===== src/hdl/twled_pkg.sv =====
// shared types and constants for the two-wire led driver bus master
`timescale 1ns / 1ps
`default_nettype none

package twled_pkg;

    // command queue between front and engine
    localparam int QUEUE_AW    = 2;
    localparam int QUEUE_DEPTH = 1 << QUEUE_AW;
    localparam int QUEUE_CW    = QUEUE_AW + 1;

    localparam int CNT_W     = 16;
    localparam int REG_IDX_W = 2;

    localparam logic [CNT_W-1:0] PHASE_TICKS_RESET = 16'd100;
    localparam logic [CNT_W-1:0] ACK_TIMEOUT_RESET = 16'd1000;

    localparam logic [REG_IDX_W-1:0] REG_PHASE_TICKS = 2'd0;
    localparam logic [REG_IDX_W-1:0] REG_ACK_TIMEOUT = 2'd1;

    localparam logic OP_TICK = 1'b0;
    localparam logic OP_LOAD = 1'b1;

    // one classified input item
    typedef struct packed {
        logic       is_load;
        logic [7:0] data_byte;
        logic       last_byte;
        logic       dio_in;
    } item_t;

    // queue head as seen by the engine
    typedef struct packed {
        logic  valid;
        item_t item;
    } queue_head_t;

    // one result item
    typedef struct packed {
        logic clk_out;
        logic dio_out;
        logic dio_drive;
        logic ready_for_byte;
        logic byte_acked;
        logic ack_error;
        logic load_rejected;
    } result_t;

endpackage

`default_nettype wire


===== src/hdl/twled_front.sv =====
// input side: classifies transfers and queues them for the bus engine
`timescale 1ns / 1ps
`default_nettype none

module twled_front (
    input  wire logic                 aclk,
    input  wire logic                 aresetn,
    input  wire logic                 s_valid,
    output logic                      s_ready,
    input  wire logic                 s_opcode,
    input  wire logic [7:0]           s_data_byte,
    input  wire logic                 s_last_byte,
    input  wire logic                 s_dio_in,
    output twled_pkg::queue_head_t    head,
    input  wire logic                 pop
);

    twled_pkg::item_t queue_mem [twled_pkg::QUEUE_DEPTH];

    logic [twled_pkg::QUEUE_AW-1:0] wr_ptr_reg, wr_ptr_next;
    logic [twled_pkg::QUEUE_AW-1:0] rd_ptr_reg, rd_ptr_next;
    logic [twled_pkg::QUEUE_CW-1:0] count_reg, count_next;

    twled_pkg::item_t in_item;
    logic             push;
    logic             do_pop;

    always_comb begin
        in_item.is_load   = (s_opcode == twled_pkg::OP_LOAD);
        in_item.data_byte = s_data_byte;
        in_item.last_byte = s_last_byte;
        in_item.dio_in    = s_dio_in;
    end

    assign s_ready = (count_reg != twled_pkg::QUEUE_CW'(twled_pkg::QUEUE_DEPTH));
    assign push    = s_valid && s_ready;
    assign do_pop  = pop && (count_reg != '0);

    assign head.valid = (count_reg != '0);
    assign head.item  = queue_mem[rd_ptr_reg];

    always_comb begin
        wr_ptr_next = push   ? wr_ptr_reg + 1'b1 : wr_ptr_reg;
        rd_ptr_next = do_pop ? rd_ptr_reg + 1'b1 : rd_ptr_reg;
        count_next  = count_reg;
        if (push && !do_pop) begin
            count_next = count_reg + 1'b1;
        end else if (!push && do_pop) begin
            count_next = count_reg - 1'b1;
        end
    end

    always_ff @(posedge aclk) begin
        if (push) begin
            queue_mem[wr_ptr_reg] <= in_item;
        end
    end

    always_ff @(posedge aclk) begin
        if (!aresetn) begin
            wr_ptr_reg <= '0;
            rd_ptr_reg <= '0;
            count_reg  <= '0;
        end else begin
            wr_ptr_reg <= wr_ptr_next;
            rd_ptr_reg <= rd_ptr_next;
            count_reg  <= count_next;
        end
    end

    // fill level tracks the pointer distance
    assert property (@(posedge aclk) disable iff (!aresetn)
        (count_reg != twled_pkg::QUEUE_CW'(twled_pkg::QUEUE_DEPTH)) |->
            (count_reg[twled_pkg::QUEUE_AW-1:0] == (wr_ptr_reg - rd_ptr_reg)))
        else $error("queue count out of step with pointers");

endmodule

`default_nettype wire


===== src/hdl/twled_engine.sv =====
// bus engine: start, lsb-first byte, acknowledge wait and stop sequencing
`timescale 1ns / 1ps
`default_nettype none

module twled_engine (
    input  wire logic                              aclk,
    input  wire logic                              aresetn,
    input  wire logic                              cfg_wr_en,
    input  wire logic [twled_pkg::REG_IDX_W-1:0]   cfg_index,
    input  wire logic [twled_pkg::CNT_W-1:0]       cfg_wdata,
    input  wire twled_pkg::queue_head_t            head,
    output logic                                   pop,
    output logic                                   m_valid,
    input  wire logic                              m_ready,
    output twled_pkg::result_t                     result
);

    typedef enum logic [4:0] {
        PH_IDLE, PH_S0, PH_S1, PH_S2, PH_S3, PH_W0,
        PH_B0, PH_B1, PH_B2, PH_A0, PH_A1, PH_AW,
        PH_AE0, PH_AE1, PH_E0, PH_E1, PH_E2, PH_E3, PH_WAIT
    } phase_t;

    logic [twled_pkg::CNT_W-1:0] phase_ticks_reg;
    logic [twled_pkg::CNT_W-1:0] ack_timeout_reg;

    phase_t                      phase_reg, phase_next;
    logic [2:0]                  bit_reg, bit_next;
    logic [7:0]                  shift_reg, shift_next;
    logic [twled_pkg::CNT_W-1:0] pcnt_reg, pcnt_next;
    logic [twled_pkg::CNT_W-1:0] acnt_reg, acnt_next;
    logic                        stop_reg, stop_next;
    logic                        err_reg, err_next;
    logic                        clk_reg, clk_next;
    logic                        dio_reg, dio_next;
    logic                        den_reg, den_next;
    logic                        m_valid_reg;
    twled_pkg::result_t          result_reg, result_next;

    logic                        acked;
    logic                        rejected;
    logic [twled_pkg::CNT_W-1:0] pcnt_inc;
    logic [twled_pkg::CNT_W-1:0] acnt_inc;
    logic [2:0]                  bit_inc;

    // one item per cycle whenever the result slot is free or being drained
    assign pop     = head.valid && (!m_valid_reg || m_ready);
    assign m_valid = m_valid_reg;
    assign result  = result_reg;

    assign pcnt_inc = pcnt_reg + 1'b1;
    assign acnt_inc = acnt_reg + 1'b1;
    assign bit_inc  = bit_reg + 1'b1;

    always_comb begin
        phase_next = phase_reg;
        bit_next   = bit_reg;
        shift_next = shift_reg;
        pcnt_next  = pcnt_reg;
        acnt_next  = acnt_reg;
        stop_next  = stop_reg;
        err_next   = err_reg;
        clk_next   = clk_reg;
        dio_next   = dio_reg;
        den_next   = den_reg;
        acked      = 1'b0;
        rejected   = 1'b0;

        if (head.item.is_load) begin
            if (phase_reg == PH_IDLE || phase_reg == PH_WAIT) begin
                shift_next = head.item.data_byte;
                stop_next  = head.item.last_byte;
                bit_next   = '0;
                pcnt_next  = '0;
                if (phase_reg == PH_IDLE) begin
                    err_next   = 1'b0;
                    phase_next = PH_S0;
                end else begin
                    phase_next = PH_W0;
                end
            end else begin
                rejected = 1'b1;
            end
        end else if (phase_reg == PH_AW) begin
            // slave pulling data low wins over the timeout count
            if (!head.item.dio_in) begin
                acked      = 1'b1;
                pcnt_next  = '0;
                phase_next = PH_AE0;
            end else begin
                acnt_next = acnt_inc;
                if (acnt_inc >= ack_timeout_reg) begin
                    err_next   = 1'b1;
                    pcnt_next  = '0;
                    phase_next = PH_AE0;
                end
            end
        end else if (phase_reg != PH_IDLE && phase_reg != PH_WAIT) begin
            pcnt_next = pcnt_inc;
            if (pcnt_inc >= phase_ticks_reg) begin
                pcnt_next = '0;
                case (phase_reg)
                    PH_S0: begin
                        clk_next = 1'b0; phase_next = PH_S1;
                    end
                    PH_S1: begin
                        dio_next = 1'b1; den_next = 1'b1; phase_next = PH_S2;
                    end
                    PH_S2: begin
                        clk_next = 1'b1; phase_next = PH_S3;
                    end
                    PH_S3: begin
                        dio_next = 1'b0; phase_next = PH_W0;
                    end
                    PH_W0: begin
                        clk_next = 1'b0; bit_next = '0; phase_next = PH_B0;
                    end
                    PH_B0: begin
                        dio_next = shift_reg[0]; den_next = 1'b1; phase_next = PH_B1;
                    end
                    PH_B1: begin
                        clk_next = 1'b1; phase_next = PH_B2;
                    end
                    PH_B2: begin
                        clk_next   = 1'b0;
                        shift_next = {1'b0, shift_reg[7:1]};
                        bit_next   = bit_inc;
                        phase_next = (bit_inc == '0) ? PH_A0 : PH_B0;
                    end
                    PH_A0: begin
                        den_next = 1'b0; dio_next = 1'b1; phase_next = PH_A1;
                    end
                    PH_A1: begin
                        clk_next = 1'b1; acnt_next = '0; phase_next = PH_AW;
                    end
                    PH_AE0: begin
                        clk_next = 1'b0; phase_next = PH_AE1;
                    end
                    PH_AE1: begin
                        dio_next   = 1'b0;
                        den_next   = 1'b1;
                        phase_next = (err_reg || stop_reg) ? PH_E0 : PH_WAIT;
                    end
                    PH_E0: begin
                        clk_next = 1'b0; phase_next = PH_E1;
                    end
                    PH_E1: begin
                        dio_next = 1'b0; den_next = 1'b1; phase_next = PH_E2;
                    end
                    PH_E2: begin
                        clk_next = 1'b1; phase_next = PH_E3;
                    end
                    PH_E3: begin
                        dio_next = 1'b1; stop_next = 1'b0; phase_next = PH_IDLE;
                    end
                    default: begin
                        phase_next = PH_IDLE;
                    end
                endcase
            end
        end

        result_next.clk_out        = clk_next;
        result_next.dio_out        = dio_next;
        result_next.dio_drive      = den_next;
        result_next.ready_for_byte = (phase_next == PH_IDLE || phase_next == PH_WAIT);
        result_next.byte_acked     = acked;
        result_next.ack_error      = err_next;
        result_next.load_rejected  = rejected;
    end

    always_ff @(posedge aclk) begin
        if (!aresetn) begin
            phase_ticks_reg <= twled_pkg::PHASE_TICKS_RESET;
            ack_timeout_reg <= twled_pkg::ACK_TIMEOUT_RESET;
            phase_reg       <= PH_IDLE;
            bit_reg         <= '0;
            shift_reg       <= '0;
            pcnt_reg        <= '0;
            acnt_reg        <= '0;
            stop_reg        <= 1'b0;
            err_reg         <= 1'b0;
            clk_reg         <= 1'b1;
            dio_reg         <= 1'b1;
            den_reg         <= 1'b1;
            m_valid_reg     <= 1'b0;
        end else begin
            if (cfg_wr_en) begin
                case (cfg_index)
                    twled_pkg::REG_PHASE_TICKS: phase_ticks_reg <= cfg_wdata;
                    twled_pkg::REG_ACK_TIMEOUT: ack_timeout_reg <= cfg_wdata;
                    default: ;
                endcase
            end
            if (pop) begin
                phase_reg   <= phase_next;
                bit_reg     <= bit_next;
                shift_reg   <= shift_next;
                pcnt_reg    <= pcnt_next;
                acnt_reg    <= acnt_next;
                stop_reg    <= stop_next;
                err_reg     <= err_next;
                clk_reg     <= clk_next;
                dio_reg     <= dio_next;
                den_reg     <= den_next;
                m_valid_reg <= 1'b1;
            end else if (m_ready) begin
                m_valid_reg <= 1'b0;
            end
        end
    end

    always_ff @(posedge aclk) begin
        if (pop) begin
            result_reg <= result_next;
        end
    end

    // a transfer is either a load or a tick, never both outcomes
    assert property (@(posedge aclk) disable iff (!aresetn)
        m_valid_reg |-> !(result_reg.byte_acked && result_reg.load_rejected))
        else $error("acknowledge and reject in one result");

    // data line is released for the whole acknowledge wait
    assert property (@(posedge aclk) disable iff (!aresetn)
        (phase_reg == PH_AW) |-> (!den_reg && clk_reg))
        else $error("data line driven during acknowledge wait");

    // idle and between-byte waits always drive the data line
    assert property (@(posedge aclk) disable iff (!aresetn)
        (phase_reg == PH_IDLE || phase_reg == PH_WAIT) |-> den_reg)
        else $error("data line released while ready for a byte");

endmodule

`default_nettype wire


===== src/hdl/two_wire_led_driver_bus_master.sv =====
// top level of the two-wire led driver bus master
//
// usage: every s_ transfer is either one timebase tick (s_opcode 0) or a byte
// load (s_opcode 1, s_data_byte, s_last_byte). s_dio_in carries the sampled
// data line and is looked at on ticks during the acknowledge wait. every
// accepted transfer yields exactly one m_ transfer with the pin levels and
// status after that input, in order.
// path: an input transfer is written into the input queue, and its result is
// then computed from the queue head and held in the engine's result register
// until it is taken.
// throughput: one transfer per cycle while results are taken, as the engine updates on every popped item.
// configuration: cfg_wr_en with cfg_index 0 writes phase_ticks, index 1
// writes ack_timeout_ticks; other indexes are dropped. write only while idle.
// reset: engine idle, clock line high, data line driven high, error flag
// cleared, input queue empty, no result pending.
// stall: while a result waits and m_ready is low the result register holds; the
// four-entry input queue keeps taking transfers until it fills, then s_ready drops.
`timescale 1ns / 1ps
`default_nettype none

module two_wire_led_driver_bus_master (
    input  wire logic                             aclk,
    input  wire logic                             aresetn,
    input  wire logic                             cfg_wr_en,
    input  wire logic [twled_pkg::REG_IDX_W-1:0]  cfg_index,
    input  wire logic [twled_pkg::CNT_W-1:0]      cfg_wdata,
    input  wire logic                             s_valid,
    output logic                                  s_ready,
    input  wire logic                             s_opcode,
    input  wire logic [7:0]                       s_data_byte,
    input  wire logic                             s_last_byte,
    input  wire logic                             s_dio_in,
    output logic                                  m_valid,
    input  wire logic                             m_ready,
    output logic                                  m_clk_out,
    output logic                                  m_dio_out,
    output logic                                  m_dio_drive,
    output logic                                  m_ready_for_byte,
    output logic                                  m_byte_acked,
    output logic                                  m_ack_error,
    output logic                                  m_load_rejected
);

    twled_pkg::queue_head_t head;
    twled_pkg::result_t     result;
    logic                   pop;

    twled_front u_front (
        .aclk        (aclk),
        .aresetn     (aresetn),
        .s_valid     (s_valid),
        .s_ready     (s_ready),
        .s_opcode    (s_opcode),
        .s_data_byte (s_data_byte),
        .s_last_byte (s_last_byte),
        .s_dio_in    (s_dio_in),
        .head        (head),
        .pop         (pop)
    );

    twled_engine u_engine (
        .aclk      (aclk),
        .aresetn   (aresetn),
        .cfg_wr_en (cfg_wr_en),
        .cfg_index (cfg_index),
        .cfg_wdata (cfg_wdata),
        .head      (head),
        .pop       (pop),
        .m_valid   (m_valid),
        .m_ready   (m_ready),
        .result    (result)
    );

    assign m_clk_out        = result.clk_out;
    assign m_dio_out        = result.dio_out;
    assign m_dio_drive      = result.dio_drive;
    assign m_ready_for_byte = result.ready_for_byte;
    assign m_byte_acked     = result.byte_acked;
    assign m_ack_error      = result.ack_error;
    assign m_load_rejected  = result.load_rejected;

endmodule

`default_nettype wire

===== config.mk =====
export PLATFORM = sky130hd
export DESIGN_NAME = two_wire_led_driver_bus_master
export DESIGN_NICKNAME = d
export VERILOG_FILES = /design/src/hdl/twled_pkg.sv /design/src/hdl/twled_front.sv /design/src/hdl/twled_engine.sv /design/src/hdl/two_wire_led_driver_bus_master.sv
export SDC_FILE = /design/constraint.sdc
export NUM_CORES = 1
export LEC_CHECK = 0
export ABC_AREA = 0
export BUFFER_PORTS_ARGS = -buffer_cell sky130_fd_sc_hd__clkbuf_2
export CORE_MARGIN = 4
export CORE_UTILIZATION = 50
export CTS_CLUSTER_SIZE = 24
export DETAILED_ROUTE_END_ITERATION = 16
export PLACE_DENSITY = 0.67
export SYNTH_ARGS = -nofsm -noshare
export SYNTH_HDL_FRONTEND = slang
export SYNTH_SLANG_ARGS = --single-unit

===== constraint.sdc =====
create_clock -name aclk -period 10.4 [get_ports aclk]
set_clock_uncertainty 0.1 [all_clocks]
set_input_delay 1.04 -clock aclk [delete_from_list [all_inputs] [get_ports aclk]]
set_output_delay 1.04 -clock aclk [all_outputs]
set_load 0.01 [all_outputs]

==> results of run 1 <==
cells in the mapped netlist (13+ instances only):
cell type	number
nand3_1	23
xnor2_1	16
nor2_1	71
o21ai_0	31
nand3b_1	13
nor3_1	13
inv_1	40
dfxtp_1	95
edfxtp_1	51
a22oi_1	13
clkbuf_1	25
a21oi_1	68
nand2_1	101
and3_1	17
ha_1	41
xor2_1	20
critical path, stage by stage, from the launching register on:
cell      delay [ns]
dfxtp_1         0.42
ha_1            0.26
nand3_1         0.16
nor3_1          0.51
and4_1          0.36
and3_1          0.19
xor2_1          0.08
ha_1            0.31
nand4_2         0.13
or4_4           0.58
o211ai_4        0.30
mux2_2          0.38
a22o_1          0.25
xnor2_1         0.14
nor4b_2         0.24
cell families after synthesis:
| logic type | after synthesis |
|---|---|
| buffers and inverters | 85 |
| adder cells (fa/ha/maj) | 42 |
| flip-flops | 146 |
| AND/OR/NAND/NOR | 285 |
| AO/OA/AOI/OAI | 175 |
| XOR/XNOR | 36 |
| multiplexers | 24 |
routing by layer:
layer / share of wire (%) / track usage [%]
met1: 46 / 25.5
met2: 48 / 32.1
met3: 3.9 / 4.19
met4: 1.8 / 6.96
met5: 0 / 0
how the worst min path moves through the flow:
stage,start,to,slack [ns]
3_3_place_gp,u_engine.bit_reg[0],u_engine.bit_reg[0],0.34
6_report,u_engine.phase_ticks_reg[1],u_engine.phase_ticks_reg[1],0.36
5_1_grt,u_engine.phase_ticks_reg[9],u_engine.phase_ticks_reg[9],0.39
2_1_floorplan,u_engine.bit_reg[0],u_engine.bit_reg[0],0.33
4_1_cts,u_engine.phase_ticks_reg[14],u_engine.phase_ticks_reg[14],0.36
3_5_place_dp,u_engine.ack_timeout_reg[11],u_engine.ack_timeout_reg[11],0.35
final cells by class:
cell class	count	area [um^2]	share of cell area, %
clock inverter	15	170	2.03
sequential	146	3430	41.0
inverter	41	154	1.84
clock buffer	17	425	5.08
tap	184	230	2.75
multi-input combinational	562	3730	44.6
timing repair buffer	44	225	2.69
per-stage QoR:
stage                     setup WS, ns  utilization, %  total power, mW
final                             5.83            57.2             1.90
after global routing              5.51            57.2             2.01
after CTS                         5.84            57.2             1.91
after detailed placement          5.88            53.1             1.29
after global placement            6.00            53.1             1.27
after floorplan                   6.25               -             1.17
power by group through the flow:
| stage | Clock (mW) | Sequential [mW] | Combinational (mW) |
|---|---|---|---|
| after floorplan | 0 | 0.706 | 0.466 |
| after global placement | 0 | 0.762 | 0.512 |
| after detailed placement | 0 | 0.765 | 0.523 |
| after CTS | 0.629 | 0.753 | 0.526 |
| after global routing | 0.655 | 0.766 | 0.588 |
| final | 0.620 | 0.753 | 0.526 |
==> flow_summary_export.csv, run 1 <==
group,metric,value,unit
run_status,status,"complete, no violations",
cells_and_area,largest_reg_flops,44,
worst_setup_path,cp-startpoint,"u_engine.pcnt_reg[0]",
power_and_ir_drop,swShare,35.2,%
cts,cts_max_path_buffers,2,
sta,finalSetupTns,0,ns
global_routing,grtUsageTotal,19.5,%
sta,setup_viol,0,
cells_and_area,design_area,0.00837,mm^2
worst_setup_path,path_class,"register to register",
synth,synth_edf_count,51,
placement,portBuffers,42,
routing,routedWlPerCell,15.8,um
power_and_ir_drop,total_leakage_power,3.24,nW
sta,period_share,44.0,%
worst_setup_path,startpoint_type,"register",
placement,placed_area,0.00777,mm^2
power_and_ir_drop,vdd_drop_max,0.000131,V
synth,synth-xor-area-share,4.20,%
worst_setup_path,path_max_fanout,6,
synth,yosys-top-cells-area,"dfxtp_1 (25%), edfxtp_1 (20%), ha_1 (6.8%), nand2_1 (5.0%), a21oi_1 (4.5%)",
synth,avgSynthCellArea,9.47,um^2
synth,synth_top_family_by_area,"simple AND/OR/NAND/NOR gates",
global_routing,grt_pass1_wl,26500,um
cells_and_area,area_growth,11.4,%
power_and_ir_drop,p_switching,0.668,mW
power_and_ir_drop,power.share.sequential,39.7,%
floorplanning,ios,43,
synth,seq_area_frac_synth,45.7,%
cts,insertion_delay,0.43,ns
worst_setup_path,critPathCaptureType,"register",
floorplanning,start_util,51.3,%
synth,synth-simple-area-share,18.5,%
power_and_ir_drop,p_comb_share,27.7,%
routing,routed_wl,15900,um
cts,cts_setup_buffers,0,
synth,synthAdderAreaFrac,7.10,%
worst_setup_path,ff2ff_setup_slack,5.83,ns
worst_hold_path,hold_class,"register to register",
sta,rsz0062_at_grt,"false",
cells_and_area,regMostFlops,"u_front.queue_mem",
worst_setup_path,r2r_cells,14,
flow_run,max_cap_violations,0,
cells_and_area,finalNonFillerCells,1009,
placement,gp_congestion,0.850,
cells_and_area,layout.nets,888,
sta,min_period,4.57,ns
cts,clk_pin_slew,0.06,ns
cts,post_cts_resized,0,
power_and_ir_drop,p_int,1.23,mW
synth,synthDistinctLibCells,66,
worst_setup_path,setup.worst_path.end,"u_engine.result[3]",
sta,slew_headroom,25.6,%
worst_setup_path,r2r-end,"u_engine.result[3]",
cts,cts-hold-fix-buffers,0,
routing,vias,5764,
worst_setup_path,timing.rr.start,"u_engine.pcnt_reg[0]",
routing,ant_nets,0,
cts,h-tree-depth,4,
routing,dr.first_iter.drc_count,365,
sta,whs,0.359,ns
cts,cts_buffers,17,
floorplanning,die_x,131,um
cts,clock_sinks,146,
floorplanning,design.core.area,0.0146,mm^2
power_and_ir_drop,p_per_area,227,mW/mm^2
synth,yosys.area.top_type,"dfxtp_1",
global_routing,grt-ovfl-total,0,
synth,synth-compound-area-share,14.7,%
sta,hold_viol_final,0,
worst_setup_path,worstPathArrival,4.73,ns
cells_and_area,final_cell_mix,"nand2_1 (101), dfxtp_1 (95), nor2_1 (71), a21oi_1 (68), edfxtp_1 (51)",
floorplanning,fp.dieH,131,um
synth,synthArstFlopShare,0,%
synth,synth_area,0.00751,mm^2
cts,cts_tree,"built",
global_routing,grt_pass1_vias,5583,
synth,synthCells,793,
synth,synth_top_area_share,25.3,%
power_and_ir_drop,p_clk_share,32.6,%
sta,maxSlewViolCount,0,
floorplanning,core.rowCount,44,
global_routing,grt_max_degree,64,
synth,synthMuxAreaShare,5.05,%
worst_setup_path,crit_required,10.56,ns
cells_and_area,final_layout_size_suffix_gt1_share,12.8,%
synth,synth_seq_cells,146,
routing,drc,0,
synth,synthesis.nets,869,
sta,clock.fmax,219,MHz
synth,synth_ff_type,"dfxtp_1",
floorplanning,fp.dieArea,0.0170,mm^2
routing,drt_pass1_iterations,5,
cts,cts-root-buf,"clkbuf_16",
placement,hpwl,11300,um
global_routing,antenna_found_initial,0,
cells_and_area,fill_cells,1266,
routing,via_per_inst,5.71,
cells_and_area,diodes,0,
synth,ys.warnings.count,0,
sta,tightest_slew,1.11,ns
placement,post-place-cells,977,
cells_and_area,final_common_cell,"nand2_1",
worst_hold_path,whs_path_depth,2,
Note: power is estimated with default switching activity, not from simulation.
==> inputs of run 2 (changes only) <==
Settings changed: PLACE_DENSITY 0.67 to 0.7.
Clock period 10.4 ns to 3.9 ns, I/O delays scaled along.
==> flow_summary_export.csv, run 2 (synthesized netlist as in run 1, its figures left out) <==
group,metric,value,unit
global_routing,antenna_found_initial,0,
floorplanning,die_x,131,um
global_routing,use_met1,25.1,%
worst_setup_path,ff2ff_setup_slack,-0.09,ns
floorplanning,ios,43,
power_and_ir_drop,p_switching,1.92,mW
cells_and_area,area_growth,18.8,%
placement,gp_congestion,0.896,
routing,routed_wl,16900,um
run_status,status,"complete, but fails checks",
global_routing,grt-ovfl-total,0,
cells_and_area,final_common_cell,"nand2_1",
global_routing,grt_use_met2,34.3,%
run_status,violations,"setup timing",
worst_setup_path,path_max_fanout,6,
cells_and_area,layout.nets,923,
cts,clock_sinks,146,
flow_run,max_cap_violations,0,
sta,hold_viol_final,0,
cts,h-tree-depth,4,
routing,vias,6038,
cells_and_area,multi_input_area,0.00397,mm^2
cts,cts_buffers,17,
global_routing,grtUsageTotal,20.3,%
routing,drt_pass1_iterations,5,
routing,dr.first_iter.drc_count,572,
global_routing,grt_busiest_layer,"met2",
cells_and_area,final_cell_mix,"nand2_1 (98), dfxtp_1 (86), a21oi_1 (65), nor2_1 (62), edfxtp_1 (51)",
global_routing,grt_pass1_vias,5855,
global_routing,grt_pass1_wl,27600,um
cts,cts-root-buf,"clkbuf_16",
sta,period_share,102,%
sta,rsz0062_at_grt,"true",
cts,cts_max_path_buffers,2,
sta,setup_ws,-0.0899,ns
floorplanning,fp.dieH,131,um
worst_setup_path,crit_required,4.05,ns
cts,clk_pin_slew,0.07,ns
sta,min_period,3.99,ns
worst_setup_path,timing.rr.start,"u_engine.pcnt_reg[2]",
sta,slew_headroom,33.6,%
cells_and_area,diodes,0,
global_routing,grt_max_degree,46,
routing,drc,0,
worst_hold_path,hold_start,"s_data_byte[4]",
cells_and_area,fill_cells,1183,
sta,tightest_slew,0.991,ns
worst_setup_path,r2r_cells,15,
placement,portBuffers,42,
power_and_ir_drop,total_leakage_power,3.49,nW
floorplanning,design.core.area,0.0146,mm^2
worst_setup_path,critPathCaptureType,"register",
sta,maxSlewViolCount,0,
power_and_ir_drop,p_clk_share,31.3,%
routing,via_per_inst,5.78,
routing,routedWlPerCell,16.2,um
cells_and_area,largest_reg_flops,44,
cts,insertion_delay,0.42,ns
power_and_ir_drop,total_power,5.35,mW
worst_hold_path,hold_end,"u_front.queue_mem[2][6]",
worst_hold_path,whs_path_depth,1,
global_routing,grt_use_met3,4.72,%
sta,setup_viol,2,
cts,cts_tree,"built",
power_and_ir_drop,p_per_area,599,mW/mm^2
cts,cts-hold-fix-buffers,0,
sta,clock.fmax,251,MHz
power_and_ir_drop,p_int,3.43,mW
worst_setup_path,r2r-end,"u_engine.result[3]",
worst_setup_path,worstPathArrival,4.14,ns
routing,ant_nets,0,
placement,hpwl,11600,um
power_and_ir_drop,p_comb_share,32.0,%
worst_hold_path,hold_class,"input pin to register",
power_and_ir_drop,power.share.sequential,36.7,%
cells_and_area,final_layout_size_suffix_gt1_share,22.4,%
floorplanning,start_util,51.3,%
worst_setup_path,path_class,"register to register",
floorplanning,core.rowCount,44,
power_and_ir_drop,vdd_drop_max,0.000472,V
worst_setup_path,startpoint_type,"register",
cells_and_area,ff_latch_area,0.00346,mm^2
cells_and_area,regMostFlops,"u_front.queue_mem",
cells_and_area,final_util,60.9,%
power_and_ir_drop,swShare,35.8,%
floorplanning,fp.dieArea,0.0170,mm^2
run 2: cell count changes in the layout (fill, tap and decap cells not counted), sizes merged:
cell,change
nor2,+1
buf,+34
clkinv,-2
clkinvlp,+2
run 2: cell type report:
class / count / area share, %
tap: 184 / 2.58
timing repair buffer: 78 / 5.60
multi-input combinational: 563 / 44.5
sequential: 146 / 38.8
clock inverter: 15 / 2.09
inverter: 41 / 1.73
clock buffer: 17 / 4.77
run 2: worst max path at each step:
| stage | from | to | slack, ns | depth (start not counted) |
|---|---|---|---|---|
| floorplan | u_engine.pcnt_reg[2] | u_engine.result[3] | 0.008 | 16 |
| detailed placement | u_engine.pcnt_reg[4] | u_engine.acnt_reg[11] | -0.11 | 15 |
| finish | u_engine.pcnt_reg[2] | u_engine.result[3] | -0.09 | 15 |
| CTS | u_engine.pcnt_reg[3] | u_engine.result[3] | 0.005 | 15 |
| global route | u_engine.pcnt_reg[2] | u_engine.result[3] | -0.25 | 15 |
| global placement | u_engine.pcnt_reg[2] | u_engine.acnt_reg[11] | 0.07 | 15 |
run 2: routing by layer:
| metal | vias up | wire length, um |
|---|---|---|
| li1 | 2937 | - |
| met1 | 2891 | 7310 |
| met2 | 169 | 8380 |
| met3 | 41 | 759 |
| met4 | 0 | 460 |
| met5 | - | 0 |
run 2: repair_timing:
action	4_1_cts	5_1_grt
gates cloned	0	1
endpoints found under the setup margin	17	54
setup buffers	1	18
pin swaps	1	25
gates resized for setup	4	56
run 2: worst max-delay path, stage by stage (launching register included):
cell and delay, ns:
dfxtp_4 0.39, nand2_4 0.06, nor3_4 0.18, and3_4 0.19
and3_4 0.20, and3_4 0.21, nand3_4 0.08, xnor2_1 0.14
ha_1 0.33, nand4_2 0.10, or4_4 0.58, o211ai_4 0.28
mux2_4 0.34, a22o_1 0.24, xnor2_1 0.14, nor4b_2 0.25
run 2: power groups by stage:
stage	combinational, mW	sequential [mW]	clock [mW]
3_3_place_gp	1.46	1.97	0
2_1_floorplan	1.24	1.88	0
6_report	1.71	1.96	1.68
3_5_place_dp	1.51	1.98	0
5_1_grt	1.89	1.98	1.78
4_1_cts	1.51	1.95	1.71
run 2: stage by stage:
| step | worst slack (ns) | setup TNS [ns] | area (um^2) | hold WS [ns] | std cells |
|---|---|---|---|---|---|
| 2_1_floorplan | 0.00765 | 0 | 7550 | 0.328 | 793 |
| 3_3_place_gp | 0.0655 | 0 | 7930 | 0.340 | 992 |
| 3_5_place_dp | -0.112 | -0.359 | 7930 | 0.348 | 992 |
| 4_1_cts | 0.00539 | 0 | 8550 | 0.0636 | 1025 |
| 5_1_grt | -0.248 | -3.50 | 8920 | 0.0721 | 1044 |
| 6_report | -0.0899 | -0.0928 | 8920 | 0.0803 | 1044 |
